`src/rtl/core/ccse_pkg.sv`:
```
package ccse_pkg;

	// Field widths
	localparam int unsigned CUR_W   = 32;
	localparam int unsigned CELL_W  = 16;
	localparam int unsigned TEMP_W  = 8;
	localparam int unsigned RUN_W   = 16;
	localparam int unsigned PCT_W   = 7;
	localparam int unsigned CAP_W   = 32;
	localparam int unsigned FULL_W  = 19;
	localparam int unsigned CYC_W   = 16;
	localparam int unsigned SAMP_W  = 8;
	localparam int unsigned DIV_W   = 32;
	localparam int unsigned DIV_CNT_W = $clog2(DIV_W + 1);

	// Configuration register indexes
	localparam int unsigned CFG_IDX_W = 1;
	typedef enum logic [CFG_IDX_W-1:0] {
		CFG_CAPACITY_LIMIT  = 1'b0,
		CFG_CYCLE_THRESHOLD = 1'b1
	} cfg_idx_t;

	// Constants of the algorithm
	localparam logic [CAP_W-1:0]  CAP_LIMIT_RST   = 32'd139680000;
	localparam logic [CAP_W-1:0]  CYC_THR_RST     = 32'd139680000;
	localparam logic [FULL_W-1:0] NOMINAL_FULL    = 19'h025E4;
	localparam logic [CAP_W-1:0]  CAP_SCALE       = 32'h00003840;
	localparam logic [CAP_W-1:0]  SMALL_CURRENT   = 32'd199;
	localparam logic [CELL_W-1:0] CELL_LOW        = 16'h0C4E;
	localparam logic [CELL_W-1:0] CELL_MID        = 16'h0D01;
	localparam logic [RUN_W-1:0]  LEARN_RUN       = 16'h9E33;
	localparam logic [CAP_W-1:0]  LEARN_CURRENT   = 32'h0000014B;
	localparam logic [SAMP_W-1:0] LEARN_COUNT     = 8'hEF;
	localparam logic [TEMP_W-1:0] TEMP_COLD       = 8'h3A;
	localparam logic [PCT_W-1:0]  PCT_FULL        = 7'd100;
	localparam logic [PCT_W-1:0]  PCT_TIER        = 7'd7;

	// Divide by CAP_SCALE: 14400 = 225 * 64, so drop six bits, then multiply
	// by ceil(2^34 / 225); exact for every 26-bit value left
	localparam int unsigned SCALE_PRE     = 6;
	localparam int unsigned SCALE_SHIFT   = 34;
	localparam int unsigned SCALE_RECIP_W = 27;
	localparam int unsigned SCALE_PROD_W  = CAP_W - SCALE_PRE + SCALE_RECIP_W;
	localparam logic [SCALE_RECIP_W-1:0] SCALE_RECIP = 27'd76354975;

endpackage

```
`src/rtl/core/ccse_in_if.sv`:
```
interface ccse_in_if
	import ccse_pkg::*;
();
	logic                     valid;
	logic                     ready;
	logic signed [CUR_W-1:0]  current_sample;
	logic        [CELL_W-1:0] min_cell_level;
	logic        [TEMP_W-1:0] temp_first;
	logic        [TEMP_W-1:0] temp_second;
	logic        [RUN_W-1:0]  run_time;

	modport source (output valid, current_sample, min_cell_level, temp_first,
		temp_second, run_time, input ready);
	modport sink (input valid, current_sample, min_cell_level, temp_first,
		temp_second, run_time, output ready);
endinterface

```
`src/rtl/core/ccse_out_if.sv`:
```
interface ccse_out_if
	import ccse_pkg::*;
();
	logic              valid;
	logic              ready;
	logic [PCT_W-1:0]  charge_percent;
	logic [PCT_W-1:0]  derated_percent;
	logic [CAP_W-1:0]  remaining_out;
	logic [CAP_W-1:0]  accumulator_out;
	logic [FULL_W-1:0] full_capacity_out;
	logic [CYC_W-1:0]  cycles_out;

	modport source (output valid, charge_percent, derated_percent, remaining_out,
		accumulator_out, full_capacity_out, cycles_out, input ready);
	modport sink (input valid, charge_percent, derated_percent, remaining_out,
		accumulator_out, full_capacity_out, cycles_out, output ready);
endinterface

```
`src/rtl/core/ccse_div.sv`:
```
module ccse_div
	import ccse_pkg::*;
(
	input  logic             clk,
	input  logic             arst_n,
	input  logic             start,
	input  logic [DIV_W-1:0] dividend,
	input  logic [DIV_W-1:0] divisor,
	output logic             done,
	output logic [DIV_W-1:0] quotient
);

	logic [DIV_W-1:0]     rem_q;
	logic [DIV_W-1:0]     quo_q;
	logic [DIV_W-1:0]     dvs_q;
	logic [DIV_CNT_W-1:0] cnt_q;
	logic                 busy_q;
	logic                 done_q;
	logic [DIV_W:0]       trial;
	logic                 fits;

	// One quotient bit per cycle, restoring
	assign trial = {rem_q, quo_q[DIV_W-1]};
	assign fits  = trial >= {1'b0, dvs_q};

	always_ff @(posedge clk or negedge arst_n) begin
		if (!arst_n) begin
			busy_q <= 1'b0;
			done_q <= 1'b0;
			cnt_q  <= '0;
		end else begin
			done_q <= 1'b0;
			if (start) begin
				busy_q <= 1'b1;
				cnt_q  <= DIV_CNT_W'(DIV_W);
			end else if (busy_q) begin
				cnt_q <= cnt_q - 1'b1;
				if (cnt_q == DIV_CNT_W'(1)) begin
					busy_q <= 1'b0;
					done_q <= 1'b1;
				end
			end
		end
	end

	always_ff @(posedge clk) begin
		if (start) begin
			rem_q <= '0;
			quo_q <= dividend;
			dvs_q <= divisor;
		end else if (busy_q) begin
			rem_q <= fits ? DIV_W'(trial - {1'b0, dvs_q}) : trial[DIV_W-1:0];
			quo_q <= {quo_q[DIV_W-2:0], fits};
		end
	end

	assign done     = done_q;
	assign quotient = quo_q;

endmodule

```
`src/rtl/core/coulomb_counter_soc_estimator_core.sv`:
```
// Coulomb counter with state-of-charge estimation. One current sample is taken
// when sample.ready is high, which is only while the block is idle. A discharge
// sample makes one to three tiered remaining-capacity subtractions and one more
// when the accumulator is below the remaining capacity; a charge sample may
// update the full capacity; a zero full capacity skips the percent divide. A
// shared 32-bit restoring divider (one quotient bit per cycle) is used for the
// charge percent and, after a full-capacity update, the derated percent; the
// divides by the fixed capacity scale use a reciprocal multiply. A finished
// result waits in an output register, so the next sample can be taken while the
// previous result is still unread; a second result waits in the block until the
// first is taken. Configuration writes go straight to their registers and should
// be made while the block is idle.
module coulomb_counter_soc_estimator_core
	import ccse_pkg::*;
(
	input  logic                 clk,
	input  logic                 arst_n,
	input  logic                 cfg_we,
	input  logic [CFG_IDX_W-1:0] cfg_index,
	input  logic [CAP_W-1:0]     cfg_wdata,
	ccse_in_if.sink              sample,
	ccse_out_if.source           result
);

	typedef enum logic [4:0] {
		S_IDLE,
		S_DIS_ACC,
		S_DIS_REM,
		S_DIS_EXTRA,
		S_CHG_ADD,
		S_CHG_LEARN,
		S_LRN_SUM,
		S_FULL_CHECK,
		S_DER_START,
		S_DER_WAIT,
		S_CLAMP,
		S_SCALE,
		S_SOC_START,
		S_SOC_WAIT,
		S_FINISH
	} state_t;

	state_t state_q;

	// Configuration
	logic [CAP_W-1:0] cap_limit_q;
	logic [CAP_W-1:0] cyc_thr_q;

	// Estimator state
	logic [CAP_W-1:0]  acc_q;
	logic [CAP_W-1:0]  rem_q;
	logic [FULL_W-1:0] full_q;
	logic [CAP_W-1:0]  cyc_acc_q;
	logic [CYC_W-1:0]  cyc_cnt_q;
	logic [PCT_W-1:0]  soc_q;
	logic [PCT_W-1:0]  der_q;
	logic [CAP_W-1:0]  lstart_q;
	logic [CAP_W-1:0]  lsum_q;
	logic [SAMP_W-1:0] lsamp_q;

	// Latched request
	logic [CAP_W-1:0]  cur_q;
	logic [CAP_W-1:0]  mag_q;
	logic [CELL_W-1:0] cell_q;
	logic [TEMP_W-1:0] t1_q;
	logic [TEMP_W-1:0] t2_q;
	logic [RUN_W-1:0]  run_q;
	logic [1:0]        cnt_q;
	logic [FULL_W-1:0] scr_q;

	// Divider handshake
	logic             div_start;
	logic             div_start_q;
	logic [DIV_W-1:0] div_dividend_q;
	logic [DIV_W-1:0] div_divisor_q;
	logic             div_done;
	logic [DIV_W-1:0] div_quo;

	// Output register
	logic              out_valid_q;
	logic [PCT_W-1:0]  o_soc_q;
	logic [PCT_W-1:0]  o_der_q;
	logic [CAP_W-1:0]  o_rem_q;
	logic [CAP_W-1:0]  o_acc_q;
	logic [FULL_W-1:0] o_full_q;
	logic [CYC_W-1:0]  o_cyc_q;

	logic [CAP_W-1:0]  in_cur;
	logic [CAP_W-1:0]  in_mag;
	logic              accept;
	logic [CAP_W-1:0]  cell_ext;
	logic [CAP_W-1:0]  rem_sub;
	logic [1:0]        n_sub;
	logic              learn_ok;
	logic [SAMP_W-1:0] lsamp_inc;
	logic [CAP_W-1:0]  cyc_acc_next;
	logic [TEMP_W-1:0] t_lo;
	logic [5:0]        cold_diff;
	logic [14:0]       third_prod;
	logic [PCT_W-1:0]  cold_step;
	logic [PCT_W-1:0]  derate_pct;
	logic [DIV_W-1:0]  derate_scale;
	logic              out_free;
	logic [CAP_W-SCALE_PRE-1:0] scale_in;
	logic [SCALE_PROD_W-1:0]    scale_prod;
	logic [FULL_W-1:0]          scale_quo;

	ccse_div u_div (
		.clk      (clk),
		.arst_n   (arst_n),
		.start    (div_start_q),
		.dividend (div_dividend_q),
		.divisor  (div_divisor_q),
		.done     (div_done),
		.quotient (div_quo)
	);

	assign in_cur   = CAP_W'(sample.current_sample);
	assign in_mag   = (~in_cur) + 1'b1;
	assign accept   = sample.valid && (state_q == S_IDLE);
	assign cell_ext = CAP_W'(cell_q);
	assign rem_sub  = (rem_q < mag_q) ? '0 : rem_q - mag_q;
	assign out_free = !out_valid_q || result.ready;

	// Remaining capacity over the fixed scale
	assign scale_in   = rem_q[CAP_W-1:SCALE_PRE];
	assign scale_prod = SCALE_PROD_W'(scale_in) * SCALE_PROD_W'(SCALE_RECIP);
	assign scale_quo  = FULL_W'(scale_prod >> SCALE_SHIFT);

	// Divider launches
	assign div_start = (state_q == S_DER_START) ||
		(state_q == S_SOC_START && full_q != '0);

	// Number of remaining-capacity subtractions from cell and percent tiers
	always_comb begin
		if (cell_q > CELL_LOW) begin
			if (soc_q < PCT_TIER) begin
				n_sub = 2'd2;
			end else if (cell_q < CELL_MID && soc_q > PCT_TIER) begin
				n_sub = 2'd2;
			end else begin
				n_sub = 2'd1;
			end
		end else begin
			n_sub = 2'd3;
		end
	end

	assign learn_ok     = (run_q > LEARN_RUN) && (cur_q < LEARN_CURRENT);
	assign lsamp_inc    = lsamp_q + 1'b1;
	assign cyc_acc_next = cyc_acc_q;

	// Cold derating: scale = (100 - (58 - t)/3) * 97, /3 by reciprocal
	assign t_lo       = (t1_q < t2_q) ? t1_q : t2_q;
	assign cold_diff  = 6'(TEMP_COLD - t_lo);
	assign third_prod = 15'(cold_diff) * 15'd171;
	assign cold_step  = PCT_W'(third_prod >> 9);
	assign derate_pct = PCT_FULL - cold_step;
	assign derate_scale = (t_lo < TEMP_COLD) ? DIV_W'(derate_pct) * DIV_W'(97)
		: DIV_W'(NOMINAL_FULL);

	// Sequencer, estimator state and configuration
	always_ff @(posedge clk or negedge arst_n) begin
		if (!arst_n) begin
			state_q     <= S_IDLE;
			cap_limit_q <= CAP_LIMIT_RST;
			cyc_thr_q   <= CYC_THR_RST;
			acc_q       <= '0;
			rem_q       <= '0;
			full_q      <= NOMINAL_FULL;
			cyc_acc_q   <= '0;
			cyc_cnt_q   <= '0;
			soc_q       <= '0;
			der_q       <= '0;
			lstart_q    <= '0;
			lsum_q      <= '0;
			lsamp_q     <= '0;
			div_start_q <= 1'b0;
			out_valid_q <= 1'b0;
		end else begin
			div_start_q <= div_start;
			if (state_q == S_FINISH && out_free) begin
				out_valid_q <= 1'b1;
			end else if (result.ready) begin
				out_valid_q <= 1'b0;
			end
			if (cfg_we) begin
				case (cfg_index)
					CFG_CAPACITY_LIMIT:  cap_limit_q <= cfg_wdata;
					CFG_CYCLE_THRESHOLD: cyc_thr_q   <= cfg_wdata;
					default: ;
				endcase
			end
			case (state_q)
				S_IDLE: begin
					if (accept) begin
						if (in_cur[CAP_W-1]) begin
							state_q <= (in_mag > SMALL_CURRENT) ? S_DIS_ACC : S_CLAMP;
						end else begin
							state_q <= (in_cur > SMALL_CURRENT) ? S_CHG_ADD : S_CLAMP;
						end
					end
				end
				// Discharge: accumulator once, then tiered remaining subtractions
				S_DIS_ACC: begin
					acc_q <= (acc_q < mag_q) ? '0 : acc_q - mag_q;
					cnt_q <= n_sub;
					if (lstart_q != '0) begin
						lstart_q <= '0;
						lsum_q   <= '0;
						lsamp_q  <= '0;
					end
					state_q <= S_DIS_REM;
				end
				S_DIS_REM: begin
					rem_q <= rem_sub;
					cnt_q <= cnt_q - 1'b1;
					if (cnt_q == 2'd1) begin
						state_q <= S_DIS_EXTRA;
					end
				end
				S_DIS_EXTRA: begin
					if (acc_q < rem_q) begin
						rem_q <= rem_sub;
					end
					state_q <= S_CLAMP;
				end
				// Charge: accumulate with wrap
				S_CHG_ADD: begin
					if (lstart_q == '0 && soc_q < PCT_FULL) begin
						lstart_q <= acc_q;
					end
					acc_q     <= acc_q + cur_q;
					rem_q     <= rem_q + cur_q;
					cyc_acc_q <= cyc_acc_q + cur_q;
					state_q   <= S_CHG_LEARN;
				end
				S_CHG_LEARN: begin
					if (cyc_thr_q <= cyc_acc_next) begin
						cyc_acc_q <= '0;
						cyc_cnt_q <= cyc_cnt_q + 1'b1;
					end
					if (learn_ok) begin
						if (soc_q < PCT_FULL) begin
							lsum_q  <= lsum_q + cur_q;
							lsamp_q <= lsamp_inc;
							state_q <= (lsamp_inc > LEARN_COUNT) ? S_LRN_SUM : S_CLAMP;
						end else begin
							lsum_q   <= '0;
							lstart_q <= '0;
							lsamp_q  <= '0;
							state_q  <= S_FULL_CHECK;
						end
					end else begin
						lsum_q  <= lsum_q + cur_q;
						lsamp_q <= '0;
						state_q <= S_CLAMP;
					end
				end
				// Learning complete: learned total becomes remaining capacity
				S_LRN_SUM: begin
					rem_q    <= lsum_q + lstart_q;
					lsum_q   <= '0;
					lstart_q <= '0;
					lsamp_q  <= '0;
					soc_q    <= PCT_FULL;
					state_q  <= S_FULL_CHECK;
				end
				S_FULL_CHECK: begin
					if (cap_limit_q < rem_q) begin
						full_q <= NOMINAL_FULL;
						rem_q  <= cap_limit_q;
					end else begin
						full_q <= scale_quo;
					end
					state_q <= S_DER_START;
				end
				// Derated percent against temperature-scaled nominal
				S_DER_START: begin
					div_dividend_q <= DIV_W'(full_q) * DIV_W'(PCT_FULL);
					div_divisor_q  <= derate_scale;
					state_q        <= S_DER_WAIT;
				end
				S_DER_WAIT: begin
					if (div_done) begin
						der_q   <= (div_quo > DIV_W'(PCT_FULL)) ? PCT_FULL
							: div_quo[PCT_W-1:0];
						state_q <= S_CLAMP;
					end
				end
				// End of step: clamp to minimum cell, then recompute percent
				S_CLAMP: begin
					if (cell_ext <= acc_q) begin
						acc_q <= cell_ext;
					end
					if (cell_ext <= rem_q) begin
						rem_q  <= cell_ext;
						full_q <= NOMINAL_FULL;
					end
					state_q <= S_SCALE;
				end
				S_SCALE: begin
					scr_q   <= (full_q < scale_quo) ? full_q : scale_quo;
					state_q <= S_SOC_START;
				end
				S_SOC_START: begin
					if (full_q == '0) begin
						soc_q   <= '0;
						state_q <= S_FINISH;
					end else begin
						div_dividend_q <= DIV_W'(scr_q) * DIV_W'(PCT_FULL);
						div_divisor_q  <= DIV_W'(full_q);
						state_q        <= S_SOC_WAIT;
					end
				end
				S_SOC_WAIT: begin
					if (div_done) begin
						soc_q   <= (div_quo > DIV_W'(PCT_FULL)) ? PCT_FULL
							: div_quo[PCT_W-1:0];
						state_q <= S_FINISH;
					end
				end
				S_FINISH: begin
					if (out_free) begin
						o_soc_q  <= soc_q;
						o_der_q  <= der_q;
						o_rem_q  <= rem_q;
						o_acc_q  <= acc_q;
						o_full_q <= full_q;
						o_cyc_q  <= cyc_cnt_q;
						state_q  <= S_IDLE;
					end
				end
				default: state_q <= S_IDLE;
			endcase
		end
	end

	// Request capture
	always_ff @(posedge clk) begin
		if (accept) begin
			cur_q  <= in_cur;
			mag_q  <= in_mag;
			cell_q <= sample.min_cell_level;
			t1_q   <= sample.temp_first;
			t2_q   <= sample.temp_second;
			run_q  <= sample.run_time;
		end
	end

	assign sample.ready             = (state_q == S_IDLE);
	assign result.valid             = out_valid_q;
	assign result.charge_percent    = o_soc_q;
	assign result.derated_percent   = o_der_q;
	assign result.remaining_out     = o_rem_q;
	assign result.accumulator_out   = o_acc_q;
	assign result.full_capacity_out = o_full_q;
	assign result.cycles_out        = o_cyc_q;

endmodule
```
`src/flat_wrapper.sv`:
```
// flat-port wrapper written by rule: the top's interface ports become plain ports
module coulomb_counter_soc_estimator_core_flat import ccse_pkg::*;
  (clk, arst_n, cfg_we, cfg_index, cfg_wdata, sample_valid, sample_current_sample, sample_min_cell_level, sample_temp_first, sample_temp_second, sample_run_time, sample_ready, result_valid, result_charge_percent, result_derated_percent, result_remaining_out, result_accumulator_out, result_full_capacity_out, result_cycles_out, result_ready);
  ccse_in_if sample_i ();
  ccse_out_if result_i ();
  input  logic clk;
  input  logic arst_n;
  input  logic cfg_we;
  input  logic [CFG_IDX_W-1:0] cfg_index;
  input  logic [CAP_W-1:0] cfg_wdata;
  input wire logic [$bits(sample_i.valid)-1:0] sample_valid;
  input wire logic [$bits(sample_i.current_sample)-1:0] sample_current_sample;
  input wire logic [$bits(sample_i.min_cell_level)-1:0] sample_min_cell_level;
  input wire logic [$bits(sample_i.temp_first)-1:0] sample_temp_first;
  input wire logic [$bits(sample_i.temp_second)-1:0] sample_temp_second;
  input wire logic [$bits(sample_i.run_time)-1:0] sample_run_time;
  output wire logic [$bits(sample_i.ready)-1:0] sample_ready;
  output wire logic [$bits(result_i.valid)-1:0] result_valid;
  output wire logic [$bits(result_i.charge_percent)-1:0] result_charge_percent;
  output wire logic [$bits(result_i.derated_percent)-1:0] result_derated_percent;
  output wire logic [$bits(result_i.remaining_out)-1:0] result_remaining_out;
  output wire logic [$bits(result_i.accumulator_out)-1:0] result_accumulator_out;
  output wire logic [$bits(result_i.full_capacity_out)-1:0] result_full_capacity_out;
  output wire logic [$bits(result_i.cycles_out)-1:0] result_cycles_out;
  input wire logic [$bits(result_i.ready)-1:0] result_ready;
  assign sample_i.valid = sample_valid;
  assign sample_i.current_sample = sample_current_sample;
  assign sample_i.min_cell_level = sample_min_cell_level;
  assign sample_i.temp_first = sample_temp_first;
  assign sample_i.temp_second = sample_temp_second;
  assign sample_i.run_time = sample_run_time;
  assign sample_ready = sample_i.ready;
  assign result_valid = result_i.valid;
  assign result_charge_percent = result_i.charge_percent;
  assign result_derated_percent = result_i.derated_percent;
  assign result_remaining_out = result_i.remaining_out;
  assign result_accumulator_out = result_i.accumulator_out;
  assign result_full_capacity_out = result_i.full_capacity_out;
  assign result_cycles_out = result_i.cycles_out;
  assign result_i.ready = result_ready;
  coulomb_counter_soc_estimator_core u_core (.clk(clk), .arst_n(arst_n), .cfg_we(cfg_we), .cfg_index(cfg_index), .cfg_wdata(cfg_wdata), .sample(sample_i), .result(result_i));
endmodule
```
`config.mk`:
```
export PLATFORM = sky130hd
export DESIGN_NAME = coulomb_counter_soc_estimator_core_flat
export DESIGN_NICKNAME = d
export VERILOG_FILES = /design/src/rtl/core/ccse_pkg.sv /design/src/rtl/core/ccse_in_if.sv /design/src/rtl/core/ccse_out_if.sv /design/src/rtl/core/ccse_div.sv /design/src/rtl/core/coulomb_counter_soc_estimator_core.sv /design/src/flat_wrapper.sv
export SDC_FILE = /design/constraint.sdc
export NUM_CORES = 2
export LEC_CHECK = 0
export BUFFER_PORTS_ARGS = -buffer_cell sky130_fd_sc_hd__clkbuf_2
export CORE_MARGIN = 4
export CORE_UTILIZATION = 53
export CTS_BUF_LIST = sky130_fd_sc_hd__clkbuf_4
export DETAILED_ROUTE_END_ITERATION = 10
export PLACE_DENSITY = 0.7
export SYNTH_ARGS = -nofsm -noshare
export SYNTH_HDL_FRONTEND = slang
export SYNTH_HIERARCHICAL = 1
export SYNTH_SLANG_ARGS = --single-unit
```
`constraint.sdc`:
```
create_clock -name clk -period 26.3 [get_ports clk]
set_input_delay 6.575 -clock clk [delete_from_list [all_inputs] [get_ports clk]]
set_output_delay 6.575 -clock clk [all_outputs]
set_load 0.05 [all_outputs]
```
; ---- Yosys cells after proc, flatten, opt, wreduce, memory -nomap -nowiden
; Index checks and enable logic that the tools add are counted.
[op_classes]
n_addsub = 15
n_mul = 5
order_cmp = 22
eq_ne = 32
n_mux = 66
n_bitwise = 2
reduce_logical = 41
[op_table]
columns = cell, count
row1 = $mux W32, 18
row2 = $pmux W32 S2, 3
row3 = $pmux W32 S3, 2
row4 = $pmux W32 S6, 1
row5 = $add A32 B32 Y32, 5
row6 = $lt A32 B32 Y1, 4
row7 = $pmux W32 S4, 1
row8 = $sub A32 B32 Y32, 3
row9 = $pmux W5 S15, 1
row10 = $gt A32 B8 Y1 const B, 2
row11 = $le A16 B32 Y1, 2
row12 = $mux W19, 3
row13 = $mul A26 B27 Y53 const B, 1
row14 = $mul A19 B5 Y24 const B, 2
row15 = $mux W5, 8
row16 = $pmux W19 S2, 1
row17 = $eq A5 B4 Y1 const B, 7
row18 = $ge A33 B32 Y1, 1
row19 = $add A32 B1 Y32 const B, 1
row20 = $gt A32 B7 Y1 const B, 1
row21 = $le A32 B32 Y1, 1
row22 = $logic_not A32 Y1, 1
row23 = $lt A32 B9 Y1 const B, 1
row24 = $mux W8, 4
row25 = 51 further kinds, 109
[word_totals]
reg_bits = 702
inputBits = 118
elab_cells = 220

; ---- Logic depth before layout (Yosys ltp)
[depth]
word_depth = 8
depth_mapped = 42

; ---- Modules after synthesis
; Netlist, hierarchy kept.
[by_module_without_submodules]
columns = mod, instances, cells_each, area_per_inst_um2, seq_area_each_um2
row1 = coulomb_counter_soc_estimator_core, 1, 5362, 53234.8, 15801.4
row2 = ccse_div, 1, 579, 5908.2, 2762.6

; ---- Worst setup path before layout
; OpenSTA, ideal clock, no wires.
[synth_timing]
kind = input port to flip-flop
startpoint = in result_ready
endpoint = reg u_core.o_acc_q[0], in the netlist u_core/result.accumulator_out[0] (enable)
setup_time_ps = 723
arrival_ps = 14377
required_time_ps = 25577
path_slack_ps = 11200
path_stages = 3
path_buffers = 0
path_cell_list = nand2b_1 > nand2_1 > nor3_1
[synth_via]
elab_chain_len = 2
[synth_rtl]
columns = item, line
row1 = "start, declared", flat_wrapper.sv:25  ; input wire logic [$bits(result_i.ready)-1:0] result_ready;
row2 = $logic_or A1 B1 Y1, coulomb_counter_soc_estimator_core.sv:123  ; assign out_free = !out_valid_q || result.ready;
row3 = $reduce_and A3 Y1 (no line), n/a
row4 = "end signal, assigned", coulomb_counter_soc_estimator_core.sv:328  ; o_acc_q <= acc_q;
row5 = "end, declared", coulomb_counter_soc_estimator_core.sv:84  ; logic [CAP_W-1:0] o_acc_q;
; Every way passes these cells.
; A chain may end at the register's enable or synchronous reset.

; ---- Worst setup path in the final report
[layout_timing]
startpoint = reg u_core.rem_q[15]
endpoint = reg u_core.scr_q[18], data pin
[layout_via]
elab_chain_len = 3
[layout_rtl]
columns = item, line
row1 = "start, declared", coulomb_counter_soc_estimator_core.sv:51  ; logic [CAP_W-1:0] rem_q;
row2 = "start signal, assigned", coulomb_counter_soc_estimator_core.sv:216  ; rem_q <= rem_sub;
row3 = "start signal, assigned", coulomb_counter_soc_estimator_core.sv:224  ; rem_q <= rem_sub;
row4 = "start signal, assigned", coulomb_counter_soc_estimator_core.sv:234  ; rem_q <= rem_q + cur_q;
row5 = $mul A26 B27 Y53 (*), coulomb_counter_soc_estimator_core.sv:127  ; assign scale_prod = SCALE_PROD_W'(scale_in) * SCALE_PROD_W'(SCALE_RECIP);
row6 = $lt A19 B19 Y1, coulomb_counter_soc_estimator_core.sv:303  ; scr_q <= (full_q < scale_quo) ? full_q : scale_quo;
row7 = $mux W19 (*), coulomb_counter_soc_estimator_core.sv:303
row8 = "end signal, assigned", coulomb_counter_soc_estimator_core.sv:303
row9 = "end, declared", coulomb_counter_soc_estimator_core.sv:69  ; logic [FULL_W-1:0] scr_q;
; Mark *: on every way between the ends. The rest lies on a longest branch, timed or not.

==> flow_metrics.env <==
export IMPL_clkLatencyLatePin_ns=1.14
export IMPL_cts_max_level=4
export IMPL_synth_edf_count=350
export IMPL_wl_per_cell_um=21.8
export IMPL_required_ns=27.17
export IMPL_areaGrowthSynthToFinish_pct=9.49
export IMPL_worstSetupStartpointType="flop"
export IMPL_dieArea_um2=117000
export IMPL_fin_ws_ns=15.90
export IMPL_clock_sinks=677
export IMPL_initial_core_util_pct=53.4
export IMPL_cts_setup_buffers=0
export IMPL_cts_resized_gates=0
export IMPL_grt_max_degree=72
export IMPL_syn_area_um2=59100
export IMPL_antenna_found_initial=9
export IMPL_clk_pin_slew_ns=0.07
export IMPL_ant_nets=0
export IMPL_rsz0062_at_grt="no"
export IMPL_vias=47293
export IMPL_ys_seq_area_share_pct=31.4
export IMPL_synth_top_cell_by_area="ha_1"
export IMPL_worst_pin_slew_ns=1.25
export IMPL_die_y_um=342
export IMPL_skew_ns=0.0791
export IMPL_hold_viol_final=0
export IMPL_first_pass_iters=6
export IMPL_fin_nets=7582
export IMPL_arrival_ns=11.27
export IMPL_slew_viol_final=0
export IMPL_ys_types=114
export IMPL_grt_pass1_wl_um=263000
export IMPL_ys_warnings_count=6
export IMPL_vias_per_cell=5.95
export IMPL_cp_slowest_cell="dfrtp_1"
export IMPL_whs_endpoint="u_core/u_div/dvs_q[6]$_DFFE_PP_"
export IMPL_drc=0
export IMPL_min_path_cells=0
export IMPL_holdBufCountCts=0
export IMPL_endpoint_kind="flop"
export IMPL_r2r_end="u_core/scr_q[18]$_DFFE_PP_"
export IMPL_die_w_um=342
export IMPL_path_max_fanout=19
export IMPL_placed_cell_area_um2=62200
export IMPL_fmax_mhz=96.2
export IMPL_drive_gt1_share_pct=12.8
export IMPL_cts_buffers=189
export IMPL_hold_class="flop to flop"
export IMPL_layout_commonest_cell="ha_1"
export IMPL_dp_hpwl_um=138000
export IMPL_grtUsageTotal_pct=29.2
export IMPL_reg2reg_depth=30
export IMPL_pre_cts_ws_ns=16.05
export IMPL_ys_flop_type="edfxtp_1"
export IMPL_avgSynthCellArea_um2=9.96
export IMPL_drt_iter0_drc=4102
export IMPL_syn_inst=5941
export IMPL_tns_ns=0
export IMPL_synthArstFlopShare_pct=43.6
export IMPL_rows=122
export IMPL_min_period_ns=10.40
export IMPL_ff2ff_setup_slack_ns=15.90
export IMPL_cts_tree="done"
export IMPL_r2r_start="u_core/rem_q[15]$_DFFE_PN0P_"
export IMPL_io_buffers=230
export IMPL_cpPeakStageDelay_ns=0.86
export IMPL_period_share_pct=39.5
export IMPL_slew_headroom_pct=16.4
export IMPL_core_area_um2=111000
export IMPL_grt_pass1_vias=46315
export IMPL_ys_ff_latch=677
export IMPL_num_io_pins=233
export IMPL_gp_congestion=0.983
export IMPL_critical_path_class="flop to flop"
export IMPL_layout_common_cells="ha_1, inv_1, a21oi_1"
export IMPL_cts_buffer_depth=3
export IMPL_clock_root_buffer="clkbuf_4"
export IMPL_synth_top_area_share_pct=18.6
export IMPL_min_from="u_core/div_divisor_q[6]$_DFFE_PP_"
export IMPL_drt_wl_total_um=173000
export IMPL_setup_viol=0
export IMPL_final_area_um2=64800
export IMPL_status="complete, no violations"
export IMPL_cap_violations=0
export IMPL_synthTopCellsByArea="ha_1, edfxtp_1, dfrtp_1"
export IMPL_overflow=0
-- worst max-delay path: cells and delay by family, from the launching register on --
kind                       cells  cell delay [ns]
DFF                            1             0.86
xor gates and xnor gates       1             0.28
muxes                          1             0.34
adders and majority gates      9             4.03
AOI/OAI and AO/OA              9             2.59
buffers and inverters          6             1.03
and+or+nand+nor                4             0.99
-- logic make-up after synthesis --
kind of cell    after synthesis  share of synthesized area, %
compound gates             1451                          16.4
simple gates               1262                          10.5
fa+ha+maj                  1167                          28.3
buf+inv                     915                          5.91
flops                       677                          31.4
xor+xnor                    322                          4.77
mux                         146                          2.70
other cells                   1                       0.00634
-- cell usage after synthesis, types with 94 or more instances --
master    instances
xor2_1          133
a21oi_1         355
a21o_1          165
nor2_1          310
edfxtp_1        350
inv_1           773
mux2_2          108
o21ai_0         262
nand3_1          95
nand2_1         351
xnor2_1         189
ha_1            881
dfrtp_1         270
fa_1            285
clkbuf_1        107
nor3_1           94
-- per-layer routing --
metal  up-vias  routed length (µm)  track usage [%]
li1      22206                   -                -
met1     22988               76600             41.0
met2      1789               75900             45.0
met3       308               15200             6.32
met4         2                5750             10.1
met5         -                  12                0
-- layout make-up --
type / count / area (µm²)
clock inverters: 59 / 360
inverters: 775 / 2910
flip-flops and latches: 677 / 18600
well taps: 1488 / 1860
diodes: 6 / 15.0
repair buffers: 286 / 1580
multi-input cells: 4369 / 37300
clock buffers: 294 / 2210
fillers: 9611 / 45900
-- per-stage QoR --
step / hold WS [ns] / cells / utilization (%)
final: 0.408 / 7954 / 58.5
after global routing: 0.417 / 7953 / 58.5
after CTS: 0.402 / 7948 / 58.5
after detailed placement: 0.405 / 7595 / 56.2
after global placement: 0.402 / 7595 / 56.2
after floorplan: 0.400 / 5961 / -
-- how the worst max path moves through the flow --
stage                            startpoint                                    endpoint  slack, ns  cells past startpoint
3_3_place_gp       sample_current_sample[2]               u_core/state_q[0]$_DFFE_PN0P_      16.04                     11
6_report       u_core/rem_q[15]$_DFFE_PN0P_                  u_core/scr_q[18]$_DFFE_PP_      15.90                     30
3_5_place_dp       sample_current_sample[2]               u_core/state_q[0]$_DFFE_PN0P_      16.05                     11
2_1_floorplan                  result_ready  u_core/result.accumulator_out[0]$_DFFE_PP_      11.20                      3
4_1_cts        u_core/rem_q[15]$_DFFE_PN0P_                  u_core/scr_q[18]$_DFFE_PP_      16.07                     32
5_1_grt            u_core/t1_q[1]$_DFFE_PP_          u_core/div_divisor_q[12]$_DFFE_PP_      15.56                     39
Power is not shown: default switching activity piles up to over one toggle a cycle in this logic, so the estimate is an artifact.
